==> src/design/ring_fifo_with_overwrite_defines.svh <==
`ifndef RING_FIFO_WITH_OVERWRITE_DEFINES_SVH
`define RING_FIFO_WITH_OVERWRITE_DEFINES_SVH

// same-cycle implication, sampled on clk, off during reset
`define RFO_ASSERT_NOW(label, cond, expr, msg) \
	label: assert property (@(posedge clk) disable iff (!arst_n) (cond) |-> (expr)) \
		else $error(msg);

// next-cycle implication, sampled on clk, off during reset
`define RFO_ASSERT_NEXT(label, cond, expr, msg) \
	label: assert property (@(posedge clk) disable iff (!arst_n) (cond) |=> (expr)) \
		else $error(msg);

`endif

==> src/design/rfo_pkg.sv <==
package rfo_pkg;

	localparam int DEPTH_DEF      = 16;
	localparam int ENTRY_BITS_DEF = 32;

	localparam int MODE_W   = 2;
	localparam int DATA_W   = 32;
	localparam int STATUS_W = 2;
	localparam int COUNT_W  = 5;
	localparam int CFG_W    = 5;
	localparam int CFG_IDX_W = 1;

	localparam logic [MODE_W-1:0] MODE_WRITE  = 2'd0;
	localparam logic [MODE_W-1:0] MODE_READ   = 2'd1;
	localparam logic [MODE_W-1:0] MODE_FLUSH  = 2'd2;
	localparam logic [MODE_W-1:0] MODE_UNUSED = 2'd3;

	localparam logic [STATUS_W-1:0] ST_OK    = 2'd0;
	localparam logic [STATUS_W-1:0] ST_FULL  = 2'd1;
	localparam logic [STATUS_W-1:0] ST_EMPTY = 2'd2;

	localparam logic [CFG_IDX_W-1:0] REG_OVERWRITE = 1'd0;
	localparam logic [CFG_IDX_W-1:0] REG_CAPACITY  = 1'd1;

	localparam logic [CFG_W-1:0] CAPACITY_RST = 5'd16;

	typedef struct packed {
		logic [MODE_W-1:0] mode;
		logic [DATA_W-1:0] write_data;
	} req_t;

	typedef struct packed {
		logic [DATA_W-1:0]   read_data;
		logic [STATUS_W-1:0] result_status;
		logic [COUNT_W-1:0]  entry_count;
		logic                is_empty;
	} rsp_t;

	typedef struct packed {
		logic [STATUS_W-1:0] status;
		logic [COUNT_W-1:0]  count;
		logic                empty;
		logic                rd_ok;
	} res_t;

endpackage

==> src/design/rfo_mem.sv <==
module rfo_mem
	import rfo_pkg::*;
#(
	parameter int DEPTH      = DEPTH_DEF,
	parameter int ENTRY_BITS = ENTRY_BITS_DEF,
	localparam int IDX_W     = (DEPTH > 1) ? $clog2(DEPTH) : 1
) (
	input  logic                  clk,
	input  logic                  we,
	input  logic [IDX_W-1:0]      waddr,
	input  logic [ENTRY_BITS-1:0] wdata,
	input  logic                  re,
	input  logic [IDX_W-1:0]      raddr,
	output logic [ENTRY_BITS-1:0] rdata
);

	logic [ENTRY_BITS-1:0] mem_q [DEPTH];
	logic [ENTRY_BITS-1:0] rdata_q;

	always_ff @(posedge clk) begin
		if (we) begin
			mem_q[waddr] <= wdata;
		end
	end

	always_ff @(posedge clk) begin
		if (re) begin
			rdata_q <= mem_q[raddr];
		end
	end

	assign rdata = rdata_q;

endmodule

==> src/design/rfo_ctrl.sv <==
module rfo_ctrl
	import rfo_pkg::*;
#(
	parameter int DEPTH  = DEPTH_DEF,
	localparam int IDX_W = (DEPTH > 1) ? $clog2(DEPTH) : 1,
	localparam int CNT_W = $clog2(DEPTH + 1)
) (
	input  logic                 clk,
	input  logic                 arst_n,
	input  logic                 cfg_we,
	input  logic [CFG_IDX_W-1:0] cfg_index,
	input  logic [CFG_W-1:0]     cfg_data,
	input  logic                 acc,
	input  logic [MODE_W-1:0]    mode,
	output logic                 mem_we,
	output logic [IDX_W-1:0]     mem_waddr,
	output logic                 mem_re,
	output logic [IDX_W-1:0]     mem_raddr,
	output res_t                 res
);

	logic             overwrite_q;
	logic [CFG_W-1:0] capacity_q;
	logic [IDX_W-1:0] wi_q, wi_d;
	logic [IDX_W-1:0] ri_q, ri_d;
	logic [CNT_W-1:0] cnt_q, cnt_d;
	logic [CNT_W-1:0] cap;
	logic             full;

	function automatic logic [IDX_W-1:0] adv(input logic [IDX_W-1:0] i,
			input logic [CNT_W-1:0] c);
		logic [CNT_W-1:0] n;
		n = CNT_W'(i) + 1'b1;
		return (n >= c) ? '0 : IDX_W'(n);
	endfunction

	always_ff @(posedge clk or negedge arst_n) begin
		if (!arst_n) begin
			overwrite_q <= 1'b0;
			capacity_q  <= CAPACITY_RST;
		end else if (cfg_we) begin
			case (cfg_index)
				REG_OVERWRITE: overwrite_q <= cfg_data[0];
				REG_CAPACITY:  capacity_q  <= cfg_data;
				default: ;
			endcase
		end
	end

	// clamp capacity to 1..DEPTH
	always_comb begin
		if (capacity_q == '0) begin
			cap = CNT_W'(1);
		end else if (32'(capacity_q) > 32'(DEPTH)) begin
			cap = CNT_W'(DEPTH);
		end else begin
			cap = CNT_W'(capacity_q);
		end
	end

	assign full = cnt_q >= cap;

	always_comb begin
		wi_d       = wi_q;
		ri_d       = ri_q;
		cnt_d      = cnt_q;
		mem_we     = 1'b0;
		mem_re     = 1'b0;
		res.status = ST_OK;
		res.rd_ok  = 1'b0;
		case (mode)
			MODE_WRITE: begin
				if (full && !overwrite_q) begin
					res.status = ST_FULL;
				end else begin
					mem_we = acc;
					wi_d   = adv(wi_q, cap);
					if (full) begin
						ri_d = adv(ri_q, cap);
					end else begin
						cnt_d = cnt_q + 1'b1;
					end
				end
			end
			MODE_READ: begin
				if (cnt_q == '0) begin
					res.status = ST_EMPTY;
				end else begin
					mem_re    = acc;
					res.rd_ok = 1'b1;
					ri_d      = adv(ri_q, cap);
					cnt_d     = cnt_q - 1'b1;
				end
			end
			MODE_FLUSH: begin
				wi_d  = '0;
				ri_d  = '0;
				cnt_d = '0;
			end
			default: ;
		endcase
		res.count = COUNT_W'(cnt_d);
		res.empty = (cnt_d == '0);
	end

	assign mem_waddr = wi_q;
	assign mem_raddr = ri_q;

	always_ff @(posedge clk or negedge arst_n) begin
		if (!arst_n) begin
			wi_q  <= '0;
			ri_q  <= '0;
			cnt_q <= '0;
		end else if (acc) begin
			wi_q  <= wi_d;
			ri_q  <= ri_d;
			cnt_q <= cnt_d;
		end
	end

endmodule

==> src/design/ring_fifo_with_overwrite.sv <==
// result: a registered result appears in the cycle after its request is taken
// throughput: one request per cycle while the result side keeps up; each request
//   does at most one access to the entry memory in its accept cycle
// reset: indices, count and output valid clear at once, overwrite mode turns off
//   and capacity returns to its full default; entry memory is not cleared
`include "ring_fifo_with_overwrite_defines.svh"

module ring_fifo_with_overwrite
	import rfo_pkg::*;
#(
	parameter int DEPTH      = DEPTH_DEF,
	parameter int ENTRY_BITS = ENTRY_BITS_DEF
) (
	input  logic                 clk,
	input  logic                 arst_n,
	input  logic                 cfg_we,
	input  logic [CFG_IDX_W-1:0] cfg_index,
	input  logic [CFG_W-1:0]     cfg_data,
	input  logic                 req_valid,
	output logic                 req_ready,
	input  req_t                 req,
	output logic                 rsp_valid,
	input  logic                 rsp_ready,
	output rsp_t                 rsp
);

	localparam int IDX_W = (DEPTH > 1) ? $clog2(DEPTH) : 1;

	logic                  acc;
	logic                  mem_we;
	logic                  mem_re;
	logic [IDX_W-1:0]      mem_waddr;
	logic [IDX_W-1:0]      mem_raddr;
	logic [ENTRY_BITS-1:0] mem_wdata;
	logic [ENTRY_BITS-1:0] mem_rdata;
	res_t                  res;
	logic                  rsp_valid_q;
	res_t                  res_q;

	assign req_ready = !rsp_valid_q || rsp_ready;
	assign acc       = req_valid && req_ready;
	assign mem_wdata = ENTRY_BITS'(64'(req.write_data));

	rfo_ctrl #(
		.DEPTH(DEPTH)
	) u_ctrl (
		.clk       (clk),
		.arst_n    (arst_n),
		.cfg_we    (cfg_we),
		.cfg_index (cfg_index),
		.cfg_data  (cfg_data),
		.acc       (acc),
		.mode      (req.mode),
		.mem_we    (mem_we),
		.mem_waddr (mem_waddr),
		.mem_re    (mem_re),
		.mem_raddr (mem_raddr),
		.res       (res)
	);

	rfo_mem #(
		.DEPTH      (DEPTH),
		.ENTRY_BITS (ENTRY_BITS)
	) u_mem (
		.clk   (clk),
		.we    (mem_we),
		.waddr (mem_waddr),
		.wdata (mem_wdata),
		.re    (mem_re),
		.raddr (mem_raddr),
		.rdata (mem_rdata)
	);

	always_ff @(posedge clk or negedge arst_n) begin
		if (!arst_n) begin
			rsp_valid_q <= 1'b0;
		end else if (req_ready) begin
			rsp_valid_q <= req_valid;
		end
	end

	always_ff @(posedge clk) begin
		if (acc) begin
			res_q <= res;
		end
	end

	assign rsp_valid         = rsp_valid_q;
	assign rsp.read_data     = res_q.rd_ok ? DATA_W'(64'(mem_rdata)) : '0;
	assign rsp.result_status = res_q.status;
	assign rsp.entry_count   = res_q.count;
	assign rsp.is_empty      = res_q.empty;

	// memory is touched only by a taken request
	`RFO_ASSERT_NOW(a_mem_on_accept, mem_we || mem_re, acc, "memory access without accept")
	// a rejected write shows up as the next result beat
	`RFO_ASSERT_NEXT(a_full_reported, acc && res.status == ST_FULL,
		rsp_valid && rsp.result_status == ST_FULL, "full status lost")
	// only a successful read returns data
	`RFO_ASSERT_NOW(a_no_data_on_error, rsp_valid && rsp.result_status != ST_OK,
		rsp.read_data == '0, "data on failed beat")

endmodule
==> config.mk <==
export PLATFORM = sky130hd
export DESIGN_NAME = ring_fifo_with_overwrite
export DESIGN_NICKNAME = d
export VERILOG_FILES = /design/src/design/rfo_pkg.sv /design/src/design/rfo_mem.sv /design/src/design/rfo_ctrl.sv /design/src/design/ring_fifo_with_overwrite.sv
export VERILOG_INCLUDE_DIRS = /design/src /design/src/design
export SDC_FILE = /design/constraint.sdc
export NUM_CORES = 1
export LEC_CHECK = 0
export ABC_CLOCK_PERIOD_IN_PS = 6600
export BUFFER_PORTS_ARGS = -buffer_cell sky130_fd_sc_hd__buf_2
export CORE_MARGIN = 8
export CORE_UTILIZATION = 45
export DETAILED_ROUTE_END_ITERATION = 8
export GPL_TIMING_DRIVEN = 0
export REMOVE_ABC_BUFFERS = 1
export SLEW_MARGIN = 10
export SYNTH_ARGS = -nofsm -noshare
export SYNTH_HDL_FRONTEND = slang
export SYNTH_SLANG_ARGS = --single-unit
==> constraint.sdc <==
create_clock -name clk -period 6.6 [get_ports clk]
set_input_delay 1.65 -clock clk [delete_from_list [all_inputs] [get_ports clk]]
set_output_delay 1.65 -clock clk [all_outputs]
set_load 0.01 [all_outputs]
---- Yosys cells after proc, flatten, opt, wreduce, memory -nomap -nowiden ----
Memories as Yosys holds them, arrays and structs flattened. A register that Yosys moved wholly into a read port is not among the register bits.
Index checks and enable logic that the tools add are counted.
cells by class
  $add $sub $neg .......................... 4
  order comparisons ....................... 4
  equality and inequality tests ........... 5
  mux-type cells .......................... 25
  bitwise operators ....................... 1
  reduce and logical (&&, ||, !) cells .... 15
operators with widths
  cell                                                 number
  two-way mux 32 bit                                   1
  two-way mux 5 bit                                    5
  two-way mux 4 bit                                    6
  >= comparator 5 bit                                  3
  logical NOT 5 bit                                    3
  one-hot mux 5 bit (3 select lines)                   1
  one-hot mux 4 bit (3 select lines)                   1
  adder 4 x 1 -> 5 bit, second input constant          2
  two-way mux 1 bit                                    8
  one-hot mux 4 bit (2 select lines)                   1
  adder 5 x 1 -> 5 bit, second input constant          1
  > comparator 5 bit, second input constant            1
  AND reduction 5 bit                                  1
  subtractor 5 x 1 -> 5 bit, second input constant     1
  != test 2 bit, second input constant                 2
  one-hot mux 2 bit (2 select lines)                   1
  AND reduction 2 bit                                  2
  AND reduction 3 bit                                  1
  nonzero test 3 bit                                   1
  equality test 2 x 1 -> 1 bit, second input constant  1
  equality test 2 bit, second input constant           1
  logical AND 1 bit                                    2
  logical NOT 1 bit                                    2
  logical NOT 2 bit                                    1
  5 further kinds                                      5
word-level totals
  flip-flop bits (word level) ............. 29
  bits in writable memories ............... 512
  input port bits ......................... 45
  output and inout port bits .............. 42
  logic and storage cells ................. 65
  memories ................................ 1
memories
  memory       words  width  rd ports  clocked after memory_dff  write ports  RTL line       source
  u_mem.mem_q  16     32     1         1                         1            rfo_mem.sv:17  logic [ENTRY_BITS-1:0] mem_q [DEPTH];

---- Logic depth before layout (Yosys ltp) ----
  depth in word-level cells ............... 9
  depth in mapped cells ................... 11
  mapped depth without buffers ............ 10

---- Modules after synthesis ----
Synthesis repeated with hierarchy kept, for this count alone.
second synthesis, totals
  cells, all modules ...................... 1,078
  area total of the unflattened synthesis .. 22,427.8 um2
by module, submodules not included
  module                    times used  cells each  area an instance (um2)  sequential area each (um2)
  rfo_mem                   1           838         20,155.6                16,335.7
  rfo_ctrl                  1           184         1,642.8                 476.7
  ring_fifo_with_overwrite  1           56          629.4                   295.3

---- Worst setup path before layout ----
No wires, ideal clock.
  path kind ............................... input-to-reg
  start point ............................. input port req[32] in the netlist's numbering
  end point ............................... memory u_mem.mem_q[3][0] in the netlist's numbering, enable pin
  library setup time ...................... 0.502 ns
  arrival ................................. 5.581 ns
  data required time ...................... 6.098 ns
  setup slack ............................. 0.518 ns
  cell stages on the path ................. 6
  path buffers ............................ 2
  path through ............................ buf_6 > or2_2 > buf_6 > nor2_1 > o21ai_1 > nor4_1
between the ends
  word-level cells in the longest chain between the ends .. 4
ends and longest elaborated chain
  item                                     RTL line                        source
  start: declaration                       ring_fifo_with_overwrite.sv:21  input req_t req,
  logical NOT 2 bit                        n/a
  two-way mux 1 bit                        rfo_ctrl.sv:71                  case (mode)
  two-way mux 1 bit                        rfo_mem.sv:21                   if (we) begin
  two-way mux 1 bit (implied by the code)  rfo_mem.sv:22                   mem_q[waddr] <= wdata;
  end: declaration                         rfo_mem.sv:17
Every way passes these cells.

---- Worst setup path in the final report ----
  start point ............................. register u_ctrl.capacity_q[1]
  end point ............................... memory u_mem.mem_q[0][25] in the netlist's numbering, enable pin
between the ends
  word-level cells in the longest chain between the ends .. 9
ends and longest elaborated chain
  item                                       RTL line        source
  start: declaration                         rfo_ctrl.sv:23  logic [CFG_W-1:0] capacity_q;
  start signal: assignment                   rfo_ctrl.sv:44  REG_CAPACITY: capacity_q <= cfg_data;
  > comparator 5 bit                         rfo_ctrl.sv:54  end else if (32'(capacity_q) > 32'(DEPTH)) begin
  two-way mux 5 bit                          rfo_ctrl.sv:54
  two-way mux 5 bit *                        rfo_ctrl.sv:52  if (capacity_q == '0) begin
  >= comparator 5 bit *                      rfo_ctrl.sv:61  assign full = cnt_q >= cap;
  logical AND 1 bit *                        rfo_ctrl.sv:73  if (full && !overwrite_q) begin
  two-way mux 1 bit *                        rfo_ctrl.sv:73
  two-way mux 1 bit *                        rfo_ctrl.sv:71
  two-way mux 1 bit *                        rfo_mem.sv:21
  two-way mux 1 bit (implied by the code) *  rfo_mem.sv:22
Every way passes the cells marked *; elsewhere a longest branch is shown, timed or not.

==> summary.txt <==
Outcome
  – Status: complete, no violations

Timing
  – Worst-Margin Slew: 1080 ps
  – RSZ-0062 raised after global routing: no
  – Worst Clk Skew: 19.6 ps
  – Fmax: 214 MHz
  – Worst slew margin: 0.276
  – Slew Limit Fails: 0
  – Min cycle time layout: 4670 ps
  – Final setup violating endpoints: 0
  – Final critical-path share of the clock period: 0.708
  – Endpoints failing hold: 0

Hold path
  – Worst hold path type: flip-flop to flip-flop
  – Worst Hold End: u_ctrl.capacity_q[0]$_DFFE_PN0P_
  – Hold Path Cell Cnt: 1
  – Worst Hold Launch: u_ctrl.capacity_q[0]$_DFFE_PN0P_

Power
  – Total power: 9.76 mW
  – Power density cells: 368 mW/mm^2
  – Max VDD drop: 0.205 mV
  – Leakage: 8.72 nW

Synth
  – Synth area leaders: edfxtp_1 (74%), mux4_2 (16%), dfrtp_1 (2.1%), ha_1 (1.2%), and2_1 (0.91%)
  – Synth Flop Type: edfxtp_1
  – Synth area leader: edfxtp_1
  – Ys async rst share: 0.0349
  – Synth Instances: 1028
  – Seq cells post-synth: 573
  – Synth top cells by count: edfxtp_1 (553), mux4_2 (160), and2_1 (33), clkbuf_1 (26), ha_1 (22)
  – Post-synthesis sequential area ratio: 0.758
  – Syn avg cell area: 22.0 um^2
  – Synthesized cell area: 0.0226 mm^2
  – Count of cell types in the netlist: 56
  – Top-count cell post-synth: edfxtp_1
  – Post-synth EDFFs: 553
  – Synth warn: 0
  – Post-synth top area share: 0.735

Clocking
  – CTS Hold Bufs: 0
  – CTS clock-pin slew for the worst setup and hold paths: 60 ps
  – Post-CTS sizing: 0
  – Clk_lat worst skew: 610 ps
  – Post-CTS Repair Setup Buffers: 0
  – Worst-case clock buffer depth: 3
  – CTS buffer count: 58
  – CTS tree: built
  – CTS sink cnt: 573
  – CTS Root Cell: clkbuf_16
  – H-tree Lvls: 2

Cells and area
  – Fill count: 3913
  – Final nets: 1271
  – P&R area growth vs syn: 17.4%
  – Cell area after layout: 0.0265 mm^2
  – Share of layout cells above drive strength 1: 0.357

Placement
  – Final Wtd Congestion: 0.784
  – Placed cell area: 0.0246 mm^2
  – Post-DP HPWL: 32.1 mm
  – I/O Buffers: 86

Routing
  – WL/cell: 25.3 um
  – Routed wire length: 48.7 mm
  – Routed via count: 10700
  – Vias per cell: 5.56
  – Routed Antenna Nets: 0
  – First DRT Iteration DRCs: 999
  – Drt drc: 0
  – Initial DRT Pass Iterations: 5

Floorplanning
  – DIE AREA: 0.0576 mm^2
  – Core area: 0.0499 mm^2
  – I/O Pins: 87
  – # rows: 82
  – Die H: 240 um
  – Starting density of the core: 0.453
  – Chip Width: 240 um

Global route
  – Gr ovfl total: 0
  – GR Util All Layers: 0.171
  – First-pass GRT wire length: 73.1 mm
  – Largest net degree at the start of global routing: 52
  – Initial antenna violation count: 2
  – Vias in the first global route: 11300

Worst setup path
  – Peak fanout along the critical path: 11
  – CP endpoint kind: flip-flop
  – CP startpoint kind: flip-flop
  – R2R Path End: u_mem.mem_q[0][25]$_DFFE_PP_
  – Reg2Reg Setup Slack: 1930 ps
  – R2R Path Start: u_ctrl.capacity_q[1]$_DFFE_PN0P_
  – Worst Path Arrival: 4970 ps
  – Crit path kind: flip-flop to flip-flop
  – Worst R2R Path Depth: 12
  – CP required: 6900 ps

Job
  – Max cap viols: 0
sequential cells by signal, indices dropped and copies added (netlist names):
signal              cells
u_ctrl.overwrite_q      1
rsp_valid               1
u_ctrl.mem_raddr        4
u_ctrl.cnt_q            5
res_q                   1
u_ctrl.capacity_q       5
u_mem.mem_q           512
u_mem.rdata            32
u_ctrl.mem_waddr        4
rsp                     8
cells in the final DEF (no fill, tap or decap), types with 3 or more instances in the layout:
| cell | n |
|---|---|
| a31oi_1 | 6 |
| nor3_2 | 4 |
| nor4_2 | 9 |
| nor2_4 | 5 |
| inv_1 | 19 |
| nand2_1 | 21 |
| nand3_1 | 5 |
| and3_1 | 3 |
| clkinv_1 | 11 |
| xor2_1 | 3 |
| clkinv_2 | 8 |
| mux4_2 | 160 |
| ha_1 | 22 |
| nand4_1 | 3 |
| a21oi_1 | 7 |
| buf_6 | 13 |
| and2_1 | 33 |
| clkbuf_16 | 58 |
| buf_16 | 10 |
| nor2_1 | 16 |
| buf_2 | 90 |
| edfxtp_1 | 553 |
| nor3_1 | 6 |
| o21ai_0 | 15 |
| dfrtp_1 | 16 |
| clkbuf_1 | 22 |
| buf_4 | 55 |
| xnor2_1 | 4 |
| mux2_2 | 7 |
| buf_12 | 5 |
| a311oi_1 | 3 |
| bufinv_16 | 7 |
| nand2b_1 | 6 |
| a21o_1 | 4 |
how the worst max path moves through the flow:
stage,startpoint,end,cells after the start
after floorplan,u_ctrl.mem_raddr[0]$_DFFE_PN0P_,u_ctrl.mem_raddr[0]$_DFFE_PN0P_,7
after global placement,req[32],u_mem.mem_q[1][17]$_DFFE_PP_,5
after detailed placement,req[32],u_mem.mem_q[0][17]$_DFFE_PP_,8
after CTS,u_ctrl.capacity_q[1]$_DFFE_PN0P_,u_mem.mem_q[0][27]$_DFFE_PP_,12
after global routing,u_ctrl.capacity_q[1]$_DFFE_PN0P_,u_mem.mem_q[0][6]$_DFFE_PP_,12
final,u_ctrl.capacity_q[1]$_DFFE_PN0P_,u_mem.mem_q[0][25]$_DFFE_PP_,12
critical path, stage by stage (launching register included):
cell and delay [ps]:
dfrtp_1 390, nor3_1 180, nor2_1 60, nor2_1 210, ha_1 280, nor2b_1 200, o21ai_4 120, a31oi_1 830
o21ai_1 510, nor4_2 880, buf_6 240, buf_2 220, buf_2 240
kinds of logic (layout without fill, tap and decap cells):
family	count (synthesis)	count (layout)	share of synthesized area
flops	573	573	0.758
buf+inv	79	302	0.0170
compound gates	55	55	0.0168
other cells	0	1	0
simple gates	124	124	0.0301
mux	168	168	0.164
xor+xnor	7	7	0.00272
fa+ha+maj	22	22	0.0122
cell type report:
type | count | area (um^2) | area share
repair buffers | 175 | 1420 | 0.0534
diodes | 1 | 2.50 | 0.0000944
well taps | 672 | 841 | 0.0317
flip-flops and latches | 573 | 17100 | 0.646
inverters | 20 | 76.3 | 0.00288
multi-input cells | 376 | 5200 | 0.196
clock buffers | 80 | 1530 | 0.0579
clock inverters | 27 | 323 | 0.0122
where the power goes:
part	internal, mW	leakage (nW)	switching (mW)
combinational	1.20	2.59	0.965
clock	1.90	0.901	1.32
sequential	4.16	5.23	0.214
stage by stage:
| stage | hold WS (ps) | setup slack, ps | cells | utilization | setup TNS [ps] |
|---|---|---|---|---|---|
| finish | 518 | 1930 | 1924 | 0.532 | 0 |
| global route | 531 | 1560 | 1923 | 0.531 | 0 |
| CTS | 516 | 1840 | 1923 | 0.531 | 0 |
| detailed placement | 502 | 1780 | 1816 | 0.494 | 0 |
| global placement | 498 | -4600 | 1727 | 0.472 | -1480830 |
| floorplan | 480 | -263 | 969 | - | -816 |
per-layer routing:
metal  wire length (um)  share of wire  global-route usage
met5                 13        0.00027                   0
met4                784          0.016              0.0419
met1              21400           0.44               0.239
met2              24400           0.50               0.281
met3               2150          0.044              0.0258
Power figures use the tool's default switching activity.
